### src/rtl/dtv_pkg.sv
// ---------------------------------------------------------------------------
// dtv_pkg: date text validator shared definitions
// Character codes, field and status encodings, the month length table and
// the small arithmetic helpers of the validator.
// ---------------------------------------------------------------------------
package dtv_pkg;

	localparam logic [7:0] CHAR_ZERO  = 8'd48;
	localparam logic [7:0] CHAR_NINE  = 8'd57;
	localparam logic [7:0] CHAR_SPACE = 8'd32;
	localparam logic [7:0] CHAR_DOT   = 8'd46;

	localparam logic [7:0]  SMALL_CAP = 8'd255;
	localparam logic [16:0] YEAR_CAP  = 17'd65536;

	localparam logic [4:0] FEB_LEAP = 5'd29;
	localparam logic [4:0] FEB_NORM = 5'd28;

	typedef enum logic [1:0] {
		FIELD_DAY   = 2'd0,
		FIELD_MONTH = 2'd1,
		FIELD_YEAR  = 2'd2
	} field_t;

	typedef enum logic [1:0] {
		STATUS_VALID  = 2'd0,
		STATUS_FORMAT = 2'd1,
		STATUS_DATE   = 2'd2
	} status_t;

	// days in month; february gives its non-leap length
	function automatic logic [4:0] month_days(input logic [3:0] m);
		logic [4:0] d;
		unique case (m)
			4'd4, 4'd6, 4'd9, 4'd11: d = 5'd30;
			4'd2:                    d = FEB_NORM;
			default:                 d = 5'd31;
		endcase
		return d;
	endfunction

	// remainder by 25 of a value below 256, via reciprocal 41/1024
	function automatic logic [4:0] mod25(input logic [7:0] v);
		logic [13:0] p;
		logic [3:0]  q;
		logic [7:0]  r;
		p = {6'd0, v} * 14'd41;
		q = p[13:10];
		r = v - ({4'd0, q} * 8'd25);
		return r[4:0];
	endfunction

endpackage

### src/rtl/dtv_char_if.sv
// ---------------------------------------------------------------------------
// dtv_char_if: character channel
// Valid/ready channel carrying one text byte and its last-character mark.
// ---------------------------------------------------------------------------
interface dtv_char_if;
	logic       valid;
	logic       ready;
	logic [7:0] char_code;
	logic       last_char;

	modport source (output valid, output char_code, output last_char, input ready);
	modport sink   (input valid, input char_code, input last_char, output ready);
endinterface

### src/rtl/dtv_result_if.sv
// ---------------------------------------------------------------------------
// dtv_result_if: result channel
// Valid/ready channel carrying the status and the parsed day, month, year.
// ---------------------------------------------------------------------------
interface dtv_result_if;
	logic              valid;
	logic              ready;
	dtv_pkg::status_t  status;
	logic [7:0]        day_value;
	logic [7:0]        month_value;
	logic [15:0]       year_value;

	modport source (output valid, output status, output day_value, output month_value,
		output year_value, input ready);
	modport sink   (input valid, input status, input day_value, input month_value,
		input year_value, output ready);
endinterface

### src/rtl/date_text_validator_top.sv
// ---------------------------------------------------------------------------
// date_text_validator_top: day.month.year text checker
// Takes a date text one byte per transaction on the chars channel, with
// last_char set on the final byte. Digits build the day, month and year;
// a dot moves to the next field; a single space inside a field is ignored.
// On the final byte one transaction leaves on the results channel with the
// status (valid, wrong format, wrong date) and the three numbers, which
// read zero on a format error. Bytes that are not final give no result.
// Throughput is one byte per cycle unless a final byte waits for a stalled
// result. A byte enters the input register and from there updates the parse
// state; a final byte also loads the result register, which offers the result.
// When results stalls, the result register holds; the input register keeps
// taking bytes that are not final, and a final byte waits in the input
// register until the result register is free, which drops chars.ready.
// Reset (arst_n low) empties both registers and clears the parse state;
// each final byte also returns the parse state to its reset value.
// ---------------------------------------------------------------------------
module date_text_validator_top (
	input  logic         clk,
	input  logic         arst_n,
	dtv_char_if.sink     chars,
	dtv_result_if.source results
);
	import dtv_pkg::*;

	logic       valid_s1;
	logic [7:0] char_s1;
	logic       last_s1;
	logic       fire_s1;

	field_t      field_q, field_d;
	logic        space_q, space_d;
	logic        dot_q, dot_d;
	logic        bad_q, bad_d;
	logic [7:0]  day_q, day_d;
	logic [7:0]  month_q, month_d;
	logic [16:0] year_q, year_d;
	logic [4:0]  ymod_q, ymod_d;
	logic [2:0]  digits_q, digits_d;

	logic        out_valid_q;
	status_t     status_q, status_d;
	logic [7:0]  day_out_q, day_out_d;
	logic [7:0]  month_out_q, month_out_d;
	logic [15:0] year_out_q, year_out_d;

	logic        is_digit;
	logic [3:0]  dval;
	logic [11:0] day_prod;
	logic [11:0] month_prod;
	logic [20:0] year_prod;
	logic [7:0]  ymod_prod;
	logic        fmt_bad;
	logic        leap;
	logic [4:0]  limit;
	logic        date_ok;

	assign fire_s1      = valid_s1 && (!last_s1 || !out_valid_q || results.ready);
	assign chars.ready  = !valid_s1 || fire_s1;

	// input register
	always_ff @(posedge clk or negedge arst_n) begin
		if (!arst_n) begin
			valid_s1 <= 1'b0;
		end else if (chars.ready) begin
			valid_s1 <= chars.valid;
		end
	end

	always_ff @(posedge clk) begin
		if (chars.ready && chars.valid) begin
			char_s1 <= chars.char_code;
			last_s1 <= chars.last_char;
		end
	end

	// parse step
	assign is_digit   = (char_s1 >= CHAR_ZERO) && (char_s1 <= CHAR_NINE);
	assign dval       = char_s1[3:0];
	assign day_prod   = {4'd0, day_q} * 12'd10 + {8'd0, dval};
	assign month_prod = {4'd0, month_q} * 12'd10 + {8'd0, dval};
	assign year_prod  = {4'd0, year_q} * 21'd10 + {17'd0, dval};
	assign ymod_prod  = {3'd0, ymod_q} * 8'd10 + {4'd0, dval};

	always_comb begin
		field_d  = field_q;
		space_d  = space_q;
		dot_d    = dot_q;
		bad_d    = bad_q;
		day_d    = day_q;
		month_d  = month_q;
		year_d   = year_q;
		ymod_d   = ymod_q;
		digits_d = digits_q;
		if (!bad_q) begin
			if (is_digit) begin
				unique case (field_q)
					FIELD_DAY:   day_d   = (day_prod > {4'd0, SMALL_CAP}) ? SMALL_CAP
						: day_prod[7:0];
					FIELD_MONTH: month_d = (month_prod > {4'd0, SMALL_CAP}) ? SMALL_CAP
						: month_prod[7:0];
					default: begin
						year_d = (year_prod > {4'd0, YEAR_CAP}) ? YEAR_CAP
							: year_prod[16:0];
						ymod_d = mod25(ymod_prod);
					end
				endcase
				digits_d = digits_q | (3'b001 << field_q);
				dot_d    = 1'b0;
			end else if (char_s1 == CHAR_SPACE) begin
				if (space_q) begin
					bad_d = 1'b1;
				end
				space_d = 1'b1;
			end else if (char_s1 == CHAR_DOT) begin
				if (field_q == FIELD_YEAR || dot_q) begin
					bad_d = 1'b1;
				end else begin
					dot_d   = 1'b1;
					field_d = field_t'(field_q + 2'd1);
					space_d = 1'b0;
				end
			end else begin
				bad_d = 1'b1;
			end
		end
	end

	// date check on the updated fields
	always_comb begin
		fmt_bad = bad_d || (digits_d != 3'b111);
		leap    = (year_d[1:0] == 2'd0) && ((ymod_d != 5'd0) || (year_d[3:0] == 4'd0));
		limit   = (month_d == 8'd2) ? (leap ? FEB_LEAP : FEB_NORM) : month_days(month_d[3:0]);
		date_ok = !year_d[16] && (month_d >= 8'd1) && (month_d <= 8'd12)
			&& (day_d <= {3'd0, limit});
		if (fmt_bad) begin
			status_d    = STATUS_FORMAT;
			day_out_d   = 8'd0;
			month_out_d = 8'd0;
			year_out_d  = 16'd0;
		end else begin
			status_d    = date_ok ? STATUS_VALID : STATUS_DATE;
			day_out_d   = day_d;
			month_out_d = month_d;
			year_out_d  = year_d[16] ? 16'hFFFF : year_d[15:0];
		end
	end

	// parse state
	always_ff @(posedge clk or negedge arst_n) begin
		if (!arst_n) begin
			field_q  <= FIELD_DAY;
			space_q  <= 1'b0;
			dot_q    <= 1'b0;
			bad_q    <= 1'b0;
			day_q    <= 8'd0;
			month_q  <= 8'd0;
			year_q   <= 17'd0;
			ymod_q   <= 5'd0;
			digits_q <= 3'd0;
		end else if (fire_s1) begin
			if (last_s1) begin
				field_q  <= FIELD_DAY;
				space_q  <= 1'b0;
				dot_q    <= 1'b0;
				bad_q    <= 1'b0;
				day_q    <= 8'd0;
				month_q  <= 8'd0;
				year_q   <= 17'd0;
				ymod_q   <= 5'd0;
				digits_q <= 3'd0;
			end else begin
				field_q  <= field_d;
				space_q  <= space_d;
				dot_q    <= dot_d;
				bad_q    <= bad_d;
				day_q    <= day_d;
				month_q  <= month_d;
				year_q   <= year_d;
				ymod_q   <= ymod_d;
				digits_q <= digits_d;
			end
		end
	end

	// result register
	always_ff @(posedge clk or negedge arst_n) begin
		if (!arst_n) begin
			out_valid_q <= 1'b0;
		end else if (fire_s1 && last_s1) begin
			out_valid_q <= 1'b1;
		end else if (results.ready) begin
			out_valid_q <= 1'b0;
		end
	end

	always_ff @(posedge clk) begin
		if (fire_s1 && last_s1) begin
			status_q    <= status_d;
			day_out_q   <= day_out_d;
			month_out_q <= month_out_d;
			year_out_q  <= year_out_d;
		end
	end

	assign results.valid       = out_valid_q;
	assign results.status      = status_q;
	assign results.day_value   = day_out_q;
	assign results.month_value = month_out_q;
	assign results.year_value  = year_out_q;

endmodule

### src/flat_wrapper.sv
// flat-port wrapper written by rule: the top's interface ports become plain ports
module date_text_validator_top_flat import dtv_pkg::*;
  (clk, arst_n, chars_valid, chars_char_code, chars_last_char, chars_ready, results_valid, results_status, results_day_value, results_month_value, results_year_value, results_ready);
  dtv_char_if chars_i ();
  dtv_result_if results_i ();
  input  logic clk;
  input  logic arst_n;
  input wire logic [$bits(chars_i.valid)-1:0] chars_valid;
  input wire logic [$bits(chars_i.char_code)-1:0] chars_char_code;
  input wire logic [$bits(chars_i.last_char)-1:0] chars_last_char;
  output wire logic [$bits(chars_i.ready)-1:0] chars_ready;
  output wire logic [$bits(results_i.valid)-1:0] results_valid;
  output wire logic [$bits(results_i.status)-1:0] results_status;
  output wire logic [$bits(results_i.day_value)-1:0] results_day_value;
  output wire logic [$bits(results_i.month_value)-1:0] results_month_value;
  output wire logic [$bits(results_i.year_value)-1:0] results_year_value;
  input wire logic [$bits(results_i.ready)-1:0] results_ready;
  assign chars_i.valid = chars_valid;
  assign chars_i.char_code = chars_char_code;
  assign chars_i.last_char = chars_last_char;
  assign chars_ready = chars_i.ready;
  assign results_valid = results_i.valid;
  assign results_status = results_i.status;
  assign results_day_value = results_i.day_value;
  assign results_month_value = results_i.month_value;
  assign results_year_value = results_i.year_value;
  assign results_i.ready = results_ready;
  date_text_validator_top u_core (.clk(clk), .arst_n(arst_n), .chars(chars_i), .results(results_i));
endmodule
### config.mk
export PLATFORM = sky130hd
export DESIGN_NAME = date_text_validator_top_flat
export DESIGN_NICKNAME = d
export VERILOG_FILES = /design/src/rtl/dtv_pkg.sv /design/src/rtl/dtv_char_if.sv /design/src/rtl/dtv_result_if.sv /design/src/rtl/date_text_validator_top.sv /design/src/flat_wrapper.sv
export SDC_FILE = /design/constraint.sdc
export NUM_CORES = 1
export LEC_CHECK = 0
export CAP_MARGIN = 5
export CORE_MARGIN = 2
export CORE_UTILIZATION = 43
export DETAILED_ROUTE_END_ITERATION = 12
export DONT_BUFFER_PORTS = 1
export GPL_ROUTABILITY_DRIVEN = 0
export SLEW_MARGIN = 20
export SYNTH_ARGS = -nofsm -noshare
export SYNTH_HDL_FRONTEND = slang
export SYNTH_SLANG_ARGS = --single-unit
export TNS_END_PERCENT = 10
### constraint.sdc
create_clock -name clk -period 6.7 [get_ports clk]
set_clock_uncertainty 0.05 [all_clocks]
set_input_delay 0.335 -clock clk [delete_from_list [all_inputs] [get_ports clk]]
set_output_delay 0.335 -clock clk [all_outputs]
set_load 0.01 [all_outputs]
After elaboration in Yosys (flattened, before gate mapping)
Index checks and enable logic that the tools add are counted.

Output and inout port bits: 36. Bits in registers: 91. Word-level logic and storage cells: 142. Bits of input ports: 13.

Bitwise logic cells: 1. Multiply operators: 6. Multiplexer cells: 54. $lt $le $gt $ge: 8. Reduce and logical (&&, ||, !) cells: 31. Shift operators: 1. Equality and inequality tests: 18. $add $sub $neg: 6.

Operator list (number): $mux W17 (5); $mux W8 (10); $mux W5 (5); $add A12 B4 Y12 (2); $gt A12 B8 Y1 const B (2); $mul A8 B3 Y11 const B (2); $mux W1 (22); $add A21 B4 Y21 (1); $gt A21 B17 Y1 const B (1); $mul A17 B3 Y20 const B (1); $eq A8 B6 Y1 const B (2); $mux W16 (1); $mul A8 B6 Y14 const B (1); $mux W2 (7); $reduce_and A5 Y1 (2); $mux W3 (3); $ne A3 B1 Y1 const B (3); $add A8 B4 Y8 (1); $eq A4 B3 Y1 const B (2); $eq A4 B4 Y1 const B (2); $eq A8 B2 Y1 const B (1); $ge A8 B1 Y1 const B (1); $ge A8 B6 Y1 const B (1); $le A8 B4 Y1 const B (1); 25 further kinds (46).

Longest topological paths before layout
Word-level depth: 16. Mapped depth: 34. Gate-level depth less buffers: 34.

Least setup slack after synthesis
OpenSTA, ideal clock, no wires.

Path kind: reg-to-reg. Start: register u_core.ymod_q[1]. End: register u_core.status_q[1], in the netlist u_core.results.status[1], data pin. Cell stages (with the launch flop): 32. Data required time: 6.488 ns. Arrival: 7.095 ns. Period minus slack after synthesis: 7.307 ns. Path buffers: 0. Library setup time: 0.162 ns. Slack: -0.607 ns. Path through: dfrtp_1 > ha_1 > ha_1 > fa_1 > nand2_1 > nor2_1 > xor2_1 > fa_1 > ha_1 > ha_1 > nand4_1 > o21ai_0 > a31oi_1 > xnor2_1 > ha_1 > inv_1 > fa_1 > inv_1 > fa_1 > nor2b_1 > nor3b_1 > xnor2_1 > xnor2_1 > xnor2_1 > xnor2_1 > nor4_1 > o221ai_1 > a2bb2oi_1 > ha_1 > a211o_1 > or3_1 > a41oi_1.

Cells in the longest elaborated chain, start to end: 16.

RTL lines: start: declaration (RTL line date_text_validator_top.sv:38) `logic [4:0] ymod_q, ymod_d;`; start signal: assignment (RTL line date_text_validator_top.sv:180) `ymod_q <= ymod_d;`; $mul A5 B3 Y7 (RTL line date_text_validator_top.sv:83) `assign ymod_prod = {3'd0, ymod_q} * 8'd10 + {4'd0, dval};`; $add A8 B4 Y8 (RTL line date_text_validator_top.sv:83); $mul A8 B6 Y14 (RTL line dtv_pkg.sv:47) `p = {6'd0, v} * 14'd41;`; $mul A4 B5 Y5 (RTL line dtv_pkg.sv:49) `r = v - ({4'd0, q} * 8'd25);`; $sub A5 B5 Y5 (RTL line dtv_pkg.sv:49); $mux W5 (RTL line date_text_validator_top.sv:97) `unique case (field_q)`; $mux W5 (RTL line date_text_validator_top.sv:96) `if (is_digit) begin`; $mux W5 (*) (RTL line date_text_validator_top.sv:95) `if (!bad_q) begin`; $reduce_bool A5 Y1 (*) (RTL line date_text_validator_top.sv:132) `leap = (year_d[1:0] == 2'd0) && ((ymod_d != 5'd0) || (year_d[3:0] == 4'd0));`; $logic_or A1 B1 Y1 (*) (RTL line date_text_validator_top.sv:132); $logic_and A1 B1 Y1 (*) (RTL line date_text_validator_top.sv:132); $mux W1 (*) (RTL line date_text_validator_top.sv:133) `limit = (month_d == 8'd2) ? (leap ? FEB_LEAP : FEB_NORM) : month_days(month_d[3:0]);`; $mux W5 (*) (RTL line date_text_validator_top.sv:133); $le A8 B5 Y1 (*) (RTL line date_text_validator_top.sv:135) `&& (day_d <= {3'd0, limit});`; $logic_and A1 B1 Y1 (*) (RTL line date_text_validator_top.sv:135); $mux W2 (*) (RTL line date_text_validator_top.sv:142) `status_d = date_ok ? STATUS_VALID : STATUS_DATE;`; end signal: assignment (RTL line date_text_validator_top.sv:199) `status_q <= status_d;`; end: declaration (RTL line date_text_validator_top.sv:42) `status_t status_q, status_d;`.

Mark *: on every way between the ends. The rest lies on a longest branch, timed or not. A chain may end at the register's enable or synchronous reset.

Worst setup path after layout
Start: register u_core.ymod_q[3]. End: register u_core.status_q[1], in the netlist u_core.results.status[1], data pin.

The elaborated chain is that of the path after synthesis.

==> results.toml <==
[outcome]
outcome = "complete, but fails checks"
violations = "setup timing"

[grt]
grt_usage = 0.206
antenna_found_initial = 0
grt_max_degree = 49
grt_overflow = 0
first_global_vias = 6074
grt_pass1_wl_um = 32300

[cts]
clock_path_buffers = 2
clock_sinks = 91
clk_pin_slew_ns = 0.08
cts_buffers = 9
cts_tree = "done"
root_buffer = "clkbuf_16"
htree_levels = 3
worstSkewPairLatency_ns = 0.35

[critical_path]
reg2reg_from = "u_core.ymod_q[3]"
critical_path_class = "register to register"
end_kind = "register"
crit_path_max_incr_delay_ns = 0.60
cp_slowest_cell = "fa_2"
worstSetupStartpointType = "register"
cp.required_ns = 6.85
crit_top_cell = "xnor2_1"
cp-startpoint = "u_core.ymod_q[3]"
cp_num_buf_inv = 4
crit_family = "adder cells"
arrival_ns = 7.53
cp_max_fo = 3

[yosys]
synth-xor-area-share = 0.0696
synth_ff_type = "dfrtp_1"
synth_cell_type_count = 78
synth_compound_area_frac = 0.201
yosysSeqAreaShare = 0.320
syn_area_per_cell_um2 = 9.47
ys_top_cells_by_area = "ha_1 18%, edfxtp_1 17%, dfrtp_1 15%"
synth_seq_cells = 91
synthAdderAreaFrac = 0.205
muxShareOfSynthArea = 0.00658
netlist_instances = 823
yosysTopAreaCellShare = 0.177
yosys.area.top_type = "ha_1"
synth-simple-area-share = 0.163
async_flop_share = 0.527
synth_top_family_by_area = "adder cells"
syn-num-nets = 957
netlist_area_um2 = 7800
synth_edf_count = 43
yosys_warnings = 0

[layout]
fin_util = 0.490
final_nets = 987
layout-drive-gt1-share = 0.135
antenna_cells = 0
area_growth_pct = 12.6

[floorplanning]
start_util = 0.436
die_area_um2 = 19200
placementRows = 49
die_w_um = 139
num_io_pins = 49
fp.dieH_um = 139
core_area_um2 = 17900

[timing]
slew_headroom = 0.292
whs_ns = 0.0201
layout_min_cycle_time_ns = 7.38
finalHoldViolations = 0
setup_tns_ns = -0.680
max_freq_mhz = 136
fin_ws_ns = -0.680
rsz0062_at_grt = "yes"
period_share = 1.10
tightest_slew_ns = 1.06
finalMaxSlewViolations = 0
setup_viol = 1

[place]
dp_hpwl_um = 14300
port_buffers = 0

[drt]
routed-via-count = 6311
drtAntennaViolNets = 0
avgViaCountPerCell = 5.81
dr.pass1.iters = 5
drc = 0
wl_per_cell_um = 18.1
drtIter0Drc = 395
wl_um = 19700

[min_path]
hp-start = "chars_char_code[0]"
hold_class = "input port to register"

[pwr]
p_leak_nw = 3.81
power_density_nw_per_um2 = 226
power_mw = 1.98
max-vdd-ir-drop_uv = 159

[flow_run]
cap_violations = 0
==> logic make-up after synthesis <==
group,Yosys count
DFF,91
AOI/OAI and AO/OA,229
xor gates and xnor gates,62
buffers and inverters,68
adders and majority gates,121
muxes,5
and+or+nand+nor,247
==> metal layers <==
metal / vias to the layer above / routed length, µm / track usage
met5: - / 0 / 0
met4: 0 / 356 / 0.0665
met2: 152 / 9190 / 0.337
met3: 21 / 750 / 0.0224
li1: 3136 / - / -
met1: 3002 / 9360 / 0.286
==> cell usage in the layout (no fill, tap or decap), types with 5 or more instances in the layout <==
cell type and n:
a211o_1 6, a211oi_1 8, a21o_1 18, a21oi_1 37
a22oi_1 14, a31oi_1 7, and2_1 9, buf_4 49
clkbuf_16 9, dfrtp_1 47, edfxtp_1 43, fa_1 8
ha_1 105, inv_1 31, nand2_1 66, nand2b_1 8
nand3_1 36, nand4_1 10, nor2_1 46, nor2b_1 11
nor3_1 16, nor4_1 6, o21ai_0 38, o21ai_1 21
o22ai_1 22, o22ai_2 10, o31ai_1 5, or3_1 5
xnor2_1 37, xor2_1 22
==> path summary, 6_finish.rpt <==
check	depth (start not counted)	slack (ns)	endpoint
setup / recovery	33	-0.68	u_core.results.status[1]
hold / removal	0	0.02	u_core.char_s1[0]
setup reg to reg	33	-0.68	u_core.results.status[1]
hold reg to reg	2	0.42	u_core.space_q
max in group asynchronous	2	5.83	u_core.ymod_q[1]
min in group asynchronous	2	0.53	u_core.year_q[11]
==> worst register-to-register path: cells and delay by family, from the launching register on <==
family / cells / cell delay, ns
XOR/XNOR: 6 / 0.96
buffers and inverters: 4 / 0.40
AND/OR/NAND/NOR: 7 / 1.09
flip-flops: 1 / 0.41
AO/OA/AOI/OAI: 6 / 0.98
adder cells (fa/ha/maj): 10 / 3.34
==> sequential cells by signal (all words and copies together) (netlist names), 2 cells and up <==
| register | count |
|---|---|
| u_core.year_q | 17 |
| u_core.month_q | 8 |
| u_core.ymod_q | 5 |
| u_core.field_q | 2 |
| u_core.results.year_value | 16 |
| u_core.char_s1 | 8 |
| u_core.results.day_value | 8 |
| u_core.digits_q | 3 |
| u_core.results.month_value | 8 |
| u_core.day_q | 8 |
| u_core.results.status | 2 |
==> stage by stage <==
step | cell area (µm²) | setup slack, ns | instances
floorplan | 7850 | -0.354 | 823
global placement | 8320 | -0.514 | 1062
detailed placement | 8320 | -0.686 | 1062
CTS | 8710 | -0.550 | 1082
global route | 8780 | -1.08 | 1087
finish | 8780 | -0.680 | 1087
==> report_power, final <==
group          internal, mW  total (mW)  leakage [nW]  switching, mW
combinational         0.445       0.841          2.59          0.396
sequential            0.610       0.634          1.07         0.0239
clock                 0.261       0.507         0.143          0.246
total                  1.32        1.98          3.81          0.666
==> cells in the mapped netlist (10+ instances only) <==
cell	n
nand2_1	67
a21o_1	18
dfrtp_1	48
nor2_1	47
o21ai_1	21
ha_1	110
inv_1	35
o22ai_1	22
nor3_1	17
o22ai_2	10
nor2b_1	11
a22oi_1	14
xnor2_1	39
clkbuf_1	24
o21ai_0	39
xor2_1	23
edfxtp_1	43
nand4_1	10
nand3_1	36
fa_1	11
a21oi_1	38
==> cell type report <==
class                      count  area (µm²)
clock inverter                 7        63.8
sequential                    91        2490
fill                        1676        9120
multi-input combinational    664        5170
timing repair buffer          51         405
clock buffer                   9         225
inverter                      36         135
tap                          229         287
==> timing repair <==
item                       4_1_cts  5_1_grt
pin swaps                       19       25
gates cloned                     0        0
setup endpoints to repair        1        1
hold endpoints to repair        48        0
resized for setup                9        9
hold buffers                     2        0
buffers inserted                 2        5
(Power assumes the default switching activity.)
